[src/hw/rtl/frwa_pkg.sv]
// Package for the frame rate window averager: window length, fill value
// and the widths derived from them. No dependencies.
`default_nettype none
package frwa_pkg;
	localparam int WINDOW_SECONDS = 5;      // entries in the window ring, 1..16
	localparam logic [31:0] FILL_VALUE = 32'd70;
	localparam int CNT_W = 32;
	// ring slot index width
	localparam int SLOT_W = (WINDOW_SECONDS > 1) ? $clog2(WINDOW_SECONDS) : 1;
	// window sum never exceeds WINDOW_SECONDS * (2^32 - 1)
	localparam int SUM_W = CNT_W + $clog2(WINDOW_SECONDS);
	// remainder of the divide by the window length
	localparam int AREM_W = (WINDOW_SECONDS > 1) ? $clog2(WINDOW_SECONDS) : 1;
	localparam int STEP_W = $clog2(SUM_W + 1);
	localparam int OUT_DATA_W = 4 * CNT_W;

	typedef logic [CNT_W-1:0] count_t;
endpackage
`default_nettype wire

[src/hw/rtl/frame_rate_window_average.sv]
// Frame rate meter over a sliding window of whole seconds.
// Depends on frwa_pkg (window length, widths, fill value).
// A frame in the same second goes straight to the publish step. A frame that starts
// a new second first adds up the window, one cycle per ring entry, then runs two
// shift-register dividers side by side, one quotient bit per cycle, then publishes.
// One frame is in work at a time: the next frame is taken once the previous one has
// been handed to the output register, which waits while that register is full and
// m_tready is low. The output register lets a new frame in while the previous result
// waits.
// Reset clears all counters and fills the ring with 70.
`default_nettype none
module frame_rate_window_average (
	input  wire logic                             clk,
	input  wire logic                             arst_n,
	input  wire logic                             s_tvalid,
	output      logic                             s_tready,
	input  wire logic [31:0]                      s_tdata,  // [31:0] seconds_now
	output      logic                             m_tvalid,
	input  wire logic                             m_tready,
	// [31:0] recent_average, [63:32] overall_rate,
	// [95:64] last_second_frames, [127:96] frame_number
	output      logic [frwa_pkg::OUT_DATA_W-1:0]  m_tdata,
	output      logic [0:0]                       m_tuser   // [0] second_rolled
);
	import frwa_pkg::*;

	localparam logic [1:0] ST_IDLE = 2'd0;  // wait for a frame
	localparam logic [1:0] ST_SUM  = 2'd1;  // add up the ring, one entry a cycle
	localparam logic [1:0] ST_DIV  = 2'd2;  // serial divides, one bit a cycle
	localparam logic [1:0] ST_PUB  = 2'd3;  // hand the result to the output register

	localparam logic [SLOT_W-1:0] LAST_SLOT = SLOT_W'(WINDOW_SECONDS - 1);
	localparam logic [STEP_W-1:0] LAST_STEP = STEP_W'(SUM_W - 1);
	localparam logic [AREM_W:0]   WIN_DIV   = (AREM_W + 1)'(WINDOW_SECONDS);

	logic [1:0]        state_q;
	count_t            frame_count_q;
	count_t            frames_at_last_q;
	count_t            last_second_q;
	count_t            recent_count_q;
	count_t            average_rate_q;
	count_t            long_rate_q;
	count_t            window_q [WINDOW_SECONDS];
	logic [SLOT_W-1:0] slot_q;
	logic [SLOT_W-1:0] sum_idx_q;
	logic [SUM_W-1:0]  acc_q;
	logic [STEP_W-1:0] step_q;
	logic              rolled_q;

	// dividers: frames since start / seconds, and window sum / window length
	logic [SUM_W-1:0]  div_num_q;
	count_t            div_rem_q;
	logic [SUM_W-1:0]  avg_num_q;
	logic [AREM_W-1:0] avg_rem_q;

	logic              accept;
	logic              new_second;
	logic              out_free;
	logic [SUM_W-1:0]  acc_nx;
	logic [CNT_W:0]    div_t;
	logic              div_ge;
	logic [CNT_W:0]    div_diff;
	logic [SUM_W-1:0]  div_num_nx;
	logic [AREM_W:0]   avg_t;
	logic              avg_ge;
	logic [AREM_W:0]   avg_diff;
	logic [SUM_W-1:0]  avg_num_nx;
	count_t            diff_frames;

	assign s_tready    = (state_q == ST_IDLE);
	assign accept      = s_tvalid && s_tready;
	assign new_second  = (s_tdata != last_second_q);
	assign out_free    = !m_tvalid || m_tready;
	assign diff_frames = frame_count_q - frames_at_last_q;
	assign acc_nx      = acc_q + SUM_W'(window_q[sum_idx_q]);

	// restoring division step: shift in the next dividend bit, subtract if it fits
	always_comb begin
		div_t      = {div_rem_q, div_num_q[SUM_W-1]};
		div_ge     = (div_t >= {1'b0, last_second_q});
		div_diff   = div_t - {1'b0, last_second_q};
		div_num_nx = {div_num_q[SUM_W-2:0], div_ge};
		avg_t      = {avg_rem_q, avg_num_q[SUM_W-1]};
		avg_ge     = (avg_t >= WIN_DIV);
		avg_diff   = avg_t - WIN_DIV;
		avg_num_nx = {avg_num_q[SUM_W-2:0], avg_ge};
	end

	// control and counters
	always_ff @(posedge clk or negedge arst_n) begin
		if (!arst_n) begin
			state_q          <= ST_IDLE;
			frame_count_q    <= '0;
			frames_at_last_q <= '0;
			last_second_q    <= '0;
			recent_count_q   <= '0;
			average_rate_q   <= '0;
			long_rate_q      <= '0;
			slot_q           <= '0;
			sum_idx_q        <= '0;
			step_q           <= '0;
			rolled_q         <= 1'b0;
			m_tvalid         <= 1'b0;
			for (int k = 0; k < WINDOW_SECONDS; k++) begin
				window_q[k] <= FILL_VALUE;
			end
		end else begin
			// drop the output once taken, unless a new result loads this cycle
			if (m_tready && !(state_q == ST_PUB && out_free)) begin
				m_tvalid <= 1'b0;
			end
			unique case (state_q)
				ST_IDLE: begin
					if (accept) begin
						frame_count_q <= frame_count_q + 1'b1;
						last_second_q <= s_tdata;
						rolled_q      <= new_second;
						if (new_second) begin
							// close the past second and record it in the ring
							recent_count_q   <= diff_frames;
							frames_at_last_q <= frame_count_q;
							window_q[slot_q] <= diff_frames;
							slot_q           <= (slot_q == LAST_SLOT) ? '0 : slot_q + 1'b1;
							sum_idx_q        <= '0;
							state_q          <= ST_SUM;
						end else begin
							state_q <= ST_PUB;
						end
					end
				end
				ST_SUM: begin
					if (sum_idx_q == LAST_SLOT) begin
						step_q  <= '0;
						state_q <= ST_DIV;
					end else begin
						sum_idx_q <= sum_idx_q + 1'b1;
					end
				end
				ST_DIV: begin
					step_q <= step_q + 1'b1;
					if (step_q == LAST_STEP) begin
						average_rate_q <= avg_num_nx[CNT_W-1:0];
						// a zero second leaves the overall rate as it was
						if (last_second_q != '0) begin
							long_rate_q <= div_num_nx[CNT_W-1:0];
						end
						state_q <= ST_PUB;
					end
				end
				ST_PUB: begin
					if (out_free) begin
						m_tvalid <= 1'b1;
						state_q  <= ST_IDLE;
					end
				end
				default: state_q <= ST_IDLE;
			endcase
		end
	end

	// datapath shift registers and output payload, no reset needed
	always_ff @(posedge clk) begin
		if (accept && new_second) begin
			// dividend is the frame count before this frame, zero-extended
			div_num_q <= SUM_W'(frame_count_q);
			div_rem_q <= '0;
			acc_q     <= '0;
		end
		if (state_q == ST_SUM) begin
			acc_q <= acc_nx;
			if (sum_idx_q == LAST_SLOT) begin
				avg_num_q <= acc_nx;
				avg_rem_q <= '0;
			end
		end
		if (state_q == ST_DIV) begin
			div_num_q <= div_num_nx;
			div_rem_q <= div_ge ? div_diff[CNT_W-1:0] : div_t[CNT_W-1:0];
			avg_num_q <= avg_num_nx;
			avg_rem_q <= avg_ge ? avg_diff[AREM_W-1:0] : avg_t[AREM_W-1:0];
		end
		if (state_q == ST_PUB && out_free) begin
			m_tdata <= {frame_count_q, recent_count_q, long_rate_q, average_rate_q};
			m_tuser <= rolled_q;
		end
	end

	// a frame that changes the second must hold off the next transfer
	a_busy_after_roll: assert property (@(posedge clk) disable iff (!arst_n)
		(accept && new_second) |=> !s_tready)
		else $error("input ready right after a new second");

	// the ring write pointer stays inside the window
	a_slot_range: assert property (@(posedge clk) disable iff (!arst_n)
		slot_q <= LAST_SLOT)
		else $error("window slot out of range");

	// partial remainder of the seconds divide stays below the divisor
	a_div_rem: assert property (@(posedge clk) disable iff (!arst_n)
		(state_q == ST_DIV && last_second_q != '0) |-> (div_rem_q < last_second_q))
		else $error("rate divider remainder out of range");

	// partial remainder of the window divide stays below the window length
	a_avg_rem: assert property (@(posedge clk) disable iff (!arst_n)
		(state_q == ST_DIV) |-> ({1'b0, avg_rem_q} < WIN_DIV))
		else $error("average divider remainder out of range");

	// a result is loaded only into a free or draining output register
	a_no_overwrite: assert property (@(posedge clk) disable iff (!arst_n)
		(m_tvalid && !m_tready) |=> m_tvalid)
		else $error("pending result lost");
endmodule
`default_nettype wire
[config.mk]
export PLATFORM = sky130hd
export DESIGN_NAME = frame_rate_window_average
export DESIGN_NICKNAME = d
export VERILOG_FILES = /design/src/hw/rtl/frwa_pkg.sv /design/src/hw/rtl/frame_rate_window_average.sv
export SDC_FILE = /design/constraint.sdc
export NUM_CORES = 1
export LEC_CHECK = 0
export BUFFER_PORTS_ARGS = -buffer_cell sky130_fd_sc_hd__buf_2
export CAP_MARGIN = 20
export CORE_ASPECT_RATIO = 1.25
export CORE_UTILIZATION = 35
export DETAILED_ROUTE_END_ITERATION = 8
export HOLD_SLACK_MARGIN = 0.03
export PLACE_DENSITY_LB_ADDON = 0.1
export REMOVE_ABC_BUFFERS = 1
export SLEW_MARGIN = 20
export SYNTH_ARGS = -nofsm -noshare
export SYNTH_HDL_FRONTEND = slang
export SYNTH_SLANG_ARGS = --single-unit
[constraint.sdc]
create_clock -name clk -period 7.58 [get_ports clk]
set_input_delay 0.379 -clock clk [delete_from_list [all_inputs] [get_ports clk]]
set_output_delay 0.379 -clock clk [all_outputs]
set_load 0.02 [all_outputs]
==> summary.txt, run 1 <==
Critical path
  • Crit path launch: sum_idx_q[1]$_DFFE_PN0P_
  • CP endpoint kind: flop
  • Reg2reg start: sum_idx_q[1]$_DFFE_PN0P_
  • Element type at the critical path start: flop
  • Worst R2R Setup Slack: 2950 ps
  • Critical Path AT: 4960 ps
  • Kind of critical path: flop to flop
  • CP max FO: 24
  • Critical R2R Capture: acc_q[31]$_SDFFCE_PN0P_
  • R2R depth: 13
  • Critical path data required time: 7910 ps

Floorplan
  • Die Area: 89410 um^2
  • IO Pins: 167
  • Row count: 121
  • Core area: 87200 um^2
  • Die Height: 334.1 um
  • Width of the chip: 267.7 um
  • Starting density of the core: 35.41%

Placement
  • Detailed placer's ending HPWL: 56680 um
  • Number of port buffers: 166
  • Gpl congestion: 0.8755
  • Placement Cell Area: 32960 um^2
  • Cells after DPL: 4006

GRT
  • Initial antenna violation count: 1
  • Grt ovf: 0
  • Global-route wire length before repair: 127700 um
  • All-Layer GR Usage: 18.33%
  • Vias in the first global route: 21800
  • Largest net degree at the start of global routing: 142

Yosys
  • Most used flip-flop cell after synthesis: dfrtp_1
  • Register area share after synthesis: 56.05%
  • Fraction of registers with async set/reset: 57.77%
  • Synth Warn #: 0
  • Synth cell types: 82
  • Mapped Cells: 2773
  • Seq cells post-synth: 637
  • Number of synthesized flops with an enable pin: 269
  • Post-synthesis cell area: 30870 um^2
  • Average cell area after synthesis: 11.13 um^2

Min path
  • Hold EP: m_tvalid$_DFF_PN0_
  • Worst Hold Depth: 3
  • Hold Path Origin: m_tready
  • Hold crit path type: input pin to flop

STA
  • Tmin final: 4628 ps
  • Worst-Margin Slew: 1039 ps
  • Slew Limit Fails: 0
  • Tcrit/Tclk final: 61.05%
  • Final hold vios: 0
  • Worst slew margin: 30.43%
  • FMAX: 216.1 MHz
  • Final setup violation count: 0
  • Clock Skews: 34.56 ps
  • TNS Setup: 0 ps
  • RSZ-0062 raised after global routing: no

CTS
  • Gates resized, CTS repair: 0
  • CTS tree: yes
  • Number of clock sinks: 637
  • Longest Clk Path Bufs: 3
  • Setup Buffers After CTS: 0
  • Max H-tree Level: 3
  • CTS Buf Count: 71
  • Clock latency on the worst-skew pair: 620 ps
  • Root buf cell: clkbuf_16
  • Clock transition at path regs: 60 ps

Detailed routing
  • DRC viols: 0
  • DRT iter0 DRCs: 1247
  • DR vias: 21310
  • Antenna Violating Nets Remaining: 0
  • Vias per Instance: 5.112
  • Routed Wire Length: 81070 um
  • Drt pass-1 iters: 5
  • WL/cell: 19.44 um

Cells and area
  • Non-filler instance count after layout: 4169
  • Finished layout cell area: 35710 um^2
  • Antenna Cells: 0
  • Share of layout cells above drive strength 1: 18.33%
  • Layout Nets: 3091
  • Synthesis-to-finish area growth: 15.65%

Power and ir drop
  • Total leakage power: 15.23 nW
  • PD cells: 506.5 nW/um^2
  • Worst vdd ir: 0.0003449 V

Flow run
  • Max-cap violations: 0

Run status
  • Status: completed
synthesized netlist by cell type (all sizes together) (9+ instances only):
master | count | area, um^2
xnor2 | 61 | 534.3
mux4 | 31 | 698.2
and2 | 19 | 118.9
ha | 108 | 1351
a21oi | 112 | 571.8
and3 | 24 | 150.1
nor3 | 25 | 125.1
or4 | 11 | 82.58
inv | 144 | 540.5
buf | 32 | 158.9
o21a | 16 | 120.1
nor4 | 26 | 181.4
xor2 | 79 | 691.9
nand4 | 23 | 143.9
o211ai | 19 | 142.6
nand2 | 443 | 1663
nand3 | 55 | 280.3
o31ai | 18 | 148.9
nor2b | 13 | 81.33
o21ai | 295 | 1480
dfrtp | 353 | 8833
mux2 | 160 | 1802
nand2b | 16 | 100.1
a31oi | 19 | 133.9
a21o | 40 | 300.3
edfxtp | 269 | 8078
a211oi | 22 | 170.2
o311ai | 9 | 78.82
or3 | 17 | 106.4
clkbuf | 93 | 349.1
dfstp | 15 | 394.1
nor2 | 115 | 431.7
metrics by stage:
| step | setup slack (ps) | total power [mW] | hold WS [ps] | utilization (%) |
|---|---|---|---|---|
| 6_report | 2952 | 18.08 | 110.3 | 40.95 |
| 5_1_grt | 2595 | 19.49 | 109.1 | 40.95 |
| 3_5_place_dp | 2599 | 14.66 | 384.8 | 37.80 |
| 2_1_floorplan | 343.3 | 11.85 | 83.41 | - |
| 3_3_place_gp | 2753 | 14.53 | 378.9 | 37.79 |
| 4_1_cts | 2581 | 18.37 | 76.77 | 40.93 |
area by class of cell:
cell class	count	area, um^2
Clock buffer	88	1966
Multi-Input combinational cell	1866	12610
Timing Repair Buffer	223	1376
Tap cell	1168	1461
Clock inverter	42	439.2
Fill cell	8473	51500
Inverter	145	544.3
Sequential cell	637	17310
power by group:
| part | switching, mW | internal, mW |
|---|---|---|
| Clock | 1.45 | 2.12 |
| Sequential | 0.754 | 5.34 |
| Combinational | 5.39 | 3.02 |
| Total | 7.60 | 10.5 |
per-layer routing:
metal,routed length (um),up-vias,GRT usage [%],share of wire (%)
met2,40800,409,32.15,50
met4,2010,0,5.921,2.5
met1,35250,10550,23.14,43
met5,0,-,0,0
met3,3008,109,2.423,3.7
li1,-,10240,-,-
worst max-delay path, stage by stage, from the launching register on:
cell	delay, ps
dfrtp_1	710
buf_4	480
mux4_2	370
inv_1	60
o21ai_0	80
ha_1	380
and3_1	230
and3_1	190
a211oi_2	470
o21ai_1	230
a31oi_1	480
o2111ai_1	310
nand4b_1	200
o311ai_0	130
logic make-up after synthesis:
group	synth area share (%)
simple gates	11.75
flops	56.05
compound gates	12.09
buf+inv	3.408
mux	8.162
xor+xnor	3.971
fa+ha+maj	4.571
worst max path at each step:
stage	endpoint	slack, ps	cells after the start
after CTS	avg_num_q[34]$_DFFE_PP_	2580	15
after detailed placement	avg_num_q[34]$_DFFE_PP_	2600	15
after global placement	avg_num_q[34]$_DFFE_PP_	2750	15
after global routing	acc_q[31]$_SDFFCE_PN0P_	2590	13
final	acc_q[31]$_SDFFCE_PN0P_	2950	13
after floorplan	avg_num_q[0]$_DFFE_PP_	340	4
what timing repair did:
action                                  in CTS  in global routing
endpoints found under the hold margin       94                  0
endpoints found under the setup margin       0                  0
hold buffers                                33                  0
state kept, by name, indices dropped and copies added, names as in the netlist, 35 cells and up:
name       cells
window_q     160
m_tdata      128
acc_q         35
avg_num_q     35
div_num_q     35
cell usage in the layout (no fill, tap or decap), types with 9 or more instances in the layout:
master         synthesis  final
nor2_1               115    114
clkbuf_1              93      9
o21a_1                16     15
clkinv_2               0     14
o21ai_0              291    290
xor2_1                79     79
nor4_1                23     23
buf_4                  0     22
ha_1                 108    107
xnor2_1               61     60
edfxtp_1             269    269
clkinv_1               1     11
o31ai_1               17     17
nand3_1               54     54
a211oi_1              21     21
o211ai_1              19     19
nor3_1                25     25
and2_1                19     18
mux4_2                31     31
nand2_1              443    441
or3_1                 17     17
mux2_2               160    160
dfrtp_1              353    351
nand4_1               23     23
a21o_1                40     39
a21oi_1              111    111
a31oi_1               18     18
nand2b_1              16     16
dlygate4sd3_1          0     33
and3_1                24     24
clkbuf_16              0     75
inv_1                142    142
dfstp_2               15     15
buf_2                 13    165
nor2b_1               13     13
No activity file was read; power rests on OpenSTA's default activity.
==> inputs of run 2 (changes only) <==
Clock period 7.58 ns to 4.05 ns, I/O delays scaled along.
==> run 2 against run 1 <==
Net effect: critical path depth grew 1; final area grew 2.4%; clock power grew 82%; fmax grew 17%; wire length grew 1.4%; sequential share of layout area shrank 1.1 points; core utilization grew 0.99 points; power grew 94%; largest power group unchanged.
==> summary.txt, run 2 (synthesized netlist as in run 1, its figures left out) <==
Floorplan
  • Die Height: 334.1 um (unchanged)
  • Die Area: 89410 um^2 (unchanged)
  • Width of the chip: 267.7 um (unchanged)
  • Core area: 87200 um^2 (unchanged)
  • Row count: 121 (unchanged)
  • IO Pins: 167 (unchanged)
  • Starting density of the core: 35.41% (unchanged)

Flow run
  • Max-cap violations: 0 (unchanged)

Power and ir drop
  • NetSw: 14.58 mW (+92%)
  • Total leakage power: 15.69 nW (+3.0%)
  • Sw Share: 41.57% (-0.47 points)
  • Gate power share: 49.0% (+2.5 points)
  • Clock Power Share: 18.6% (-1.2 points)
  • Worst vdd ir: 0.0005048 V (+46%)
  • Cell-internal power: 20.49 mW (+95%)
  • PD cells: 958.9 nW/um^2 (+89%)
  • Reg power frac: 32.4% (-1.3 points)
  • Total design power: 35.07 mW (+94%)

Cells and area
  • Fill cell count: 8392 (-0.96%)
  • Largest regs: window_q: 160 flops, m_tdata: 128 flops
  • Most common cell after layout, fill and taps aside: nand2_1
  • Reg area: 17310 um^2 (unchanged)
  • Synthesis-to-finish area growth: 18.44%
  • Most frequent cells in the layout: nand2_1 (442), dfrtp_1 (351), o21ai_0 (283), edfxtp_1 (269), buf_2 (165)
  • Share of layout cells above drive strength 1: 20.59% (+2.3 points)
  • Largest Register: window_q
  • Core Util, Final: 41.93% (+0.99 points)
  • Antenna Cells: 0 (unchanged)
  • Multi-input gate area: 12680 um^2 (+0.53%)
  • Number of flip-flops in the largest register: 160 (unchanged)
  • Finished layout cell area: 36570 um^2 (+2.4%)
  • Layout Nets: 3183 (+3.0%)
  • Non-filler instance count after layout: 4262 (+2.2%)

STA
  • TNS Setup: 0 ps (unchanged)
  • Final setup violation count: 0 (unchanged)
  • Clock Skews: 22.17 ps (-12.39 ps)
  • FMAX: 253.7 MHz (+17%)
  • Hold WS: 248.2 ps (+137.9 ps)
  • Tmin final: 3942 ps (-686.2 ps)
  • Final WS setup: 108.4 ps (-2844 ps)
  • Slew Limit Fails: 0 (unchanged)
  • Final hold vios: 0 (unchanged)
  • Tcrit/Tclk final: 97.32% (+36 points)
  • Worst slew margin: 25.34% (-5.1 points)
  • Worst-Margin Slew: 1111 ps (+71.77 ps)

GRT
  • Grt ovf: 0 (unchanged)
  • All-Layer GR Usage: 18.65% (+0.33 points)
  • Largest net degree at the start of global routing: 130 (-8.5%)
  • Global-route wire length before repair: 129800 um (+1.7%)
  • Initial antenna violation count: 1 (unchanged)
  • Vias in the first global route: 22380 (+2.7%)

CTS
  • Clock transition at path regs: 60 ps (about the same)
  • Clock latency on the worst-skew pair: 620 ps (about the same)
  • Longest Clk Path Bufs: 3 (unchanged)
  • CTS tree: yes
  • Number of clock sinks: 637 (unchanged)
  • CTS Buf Count: 72 (+1.4%)
  • Max H-tree Level: 3 (unchanged)
  • Root buf cell: clkbuf_16

Placement
  • Detailed placer's ending HPWL: 57830 um (+2.0%)
  • Placement Cell Area: 33690 um^2 (+2.2%)
  • Gpl congestion: 0.8673 (-0.94%)
  • Number of port buffers: 166 (unchanged)
  • Pre-CTS setup slack: -23.47 ps (-2622 ps)
  • Cells after DPL: 4085 (+2.0%)

Detailed routing
  • DRT iter0 DRCs: 1130 (-9.4%)
  • DR vias: 21710 (+1.8%)
  • Routed Wire Length: 82230 um (+1.4%)
  • DRC viols: 0 (unchanged)
  • Drt pass-1 iters: 5 (unchanged)
  • Antenna Violating Nets Remaining: 0 (unchanged)
  • WL/cell: 19.29 um (-0.77%)
  • Vias per Instance: 5.093 (-0.38%)

Critical path
  • CP endpoint kind: flop
  • Worst R2R Setup Slack: 110 ps (-2840 ps)
  • Element type at the critical path start: flop
  • CP max FO: 9 (-63%)
  • Critical path data required time: 4520 ps (-3390 ps)
  • Critical Path AT: 4410 ps (-550 ps)
  • Kind of critical path: flop to flop

Run status
  • Status: completed

Min path
  • Hold crit path type: input pin to async pin
-- run 2: path summary, 6_finish.rpt --
path                                                start                            end  cells past startpoint
setup / recovery                 sum_idx_q[0]$_DFFE_PN0P_        avg_num_q[34]$_DFFE_PP_                     14
hold / removal                                     arst_n  average_rate_q[6]$_DFFE_PN0P_                      2
setup reg to reg                 sum_idx_q[0]$_DFFE_PN0P_        avg_num_q[34]$_DFFE_PP_                     14
hold reg to reg            average_rate_q[11]$_DFFE_PN0P_          m_tdata[11]$_DFFE_PP_                      0
max in group asynchronous                          arst_n       window_q[51]$_DFFE_PN0P_                      3
min in group clk                               s_tdata[8]   last_second_q[8]$_DFFE_PN0P_                      4
-- run 2: layout make-up --
cell class,instances,share of cell area [%]
sequential,637,47.33
multi-input combinational,1866,34.67
timing repair buffer,314,6.138
clock buffer,103,5.642
tap,1168,3.996
inverter,145,1.488
clock inverter,29,0.7356
-- run 2: per-layer routing --
layer,part of all wire (%),wire length [um],track usage [%]
met1,43,35310,23.18
met2,52,42570,33.33
met3,3.0,2492,2.283
met4,2.3,1862,5.909
met5,0,0,0
-- run 2: repair_timing --
item,4_1_cts,5_1_grt
setup endpoints to repair,1,25
gates cloned,0,1
gates resized for setup,1,32
buffers inserted,0,9
hold buffers,35,0
endpoints found under the hold margin,120,0
pin swaps,0,12
-- run 2: power groups by stage --
stage                     registers, mW  clock network, mW  logic [mW]
after floorplan                    11.6                  0        10.5
after global placement             11.4                  0        16.7
after detailed placement           11.5                  0        17.0
after CTS                          11.4               6.76        17.1
after global routing               11.7               6.98        19.1
final                              11.4               6.51        17.2
-- run 2: critical path: stages, from the launching register on --
cell,delay [ps]
dfrtp_2,490
buf_12,180
buf_12,150
mux4_2,490
inv_1,60
o21ai_1,90
ha_1,360
and3_1,200
nand4_1,180
or2_4,300
o211ai_1,390
a31oi_1,160
buf_4,170
or3_1,390
a31oi_1,180
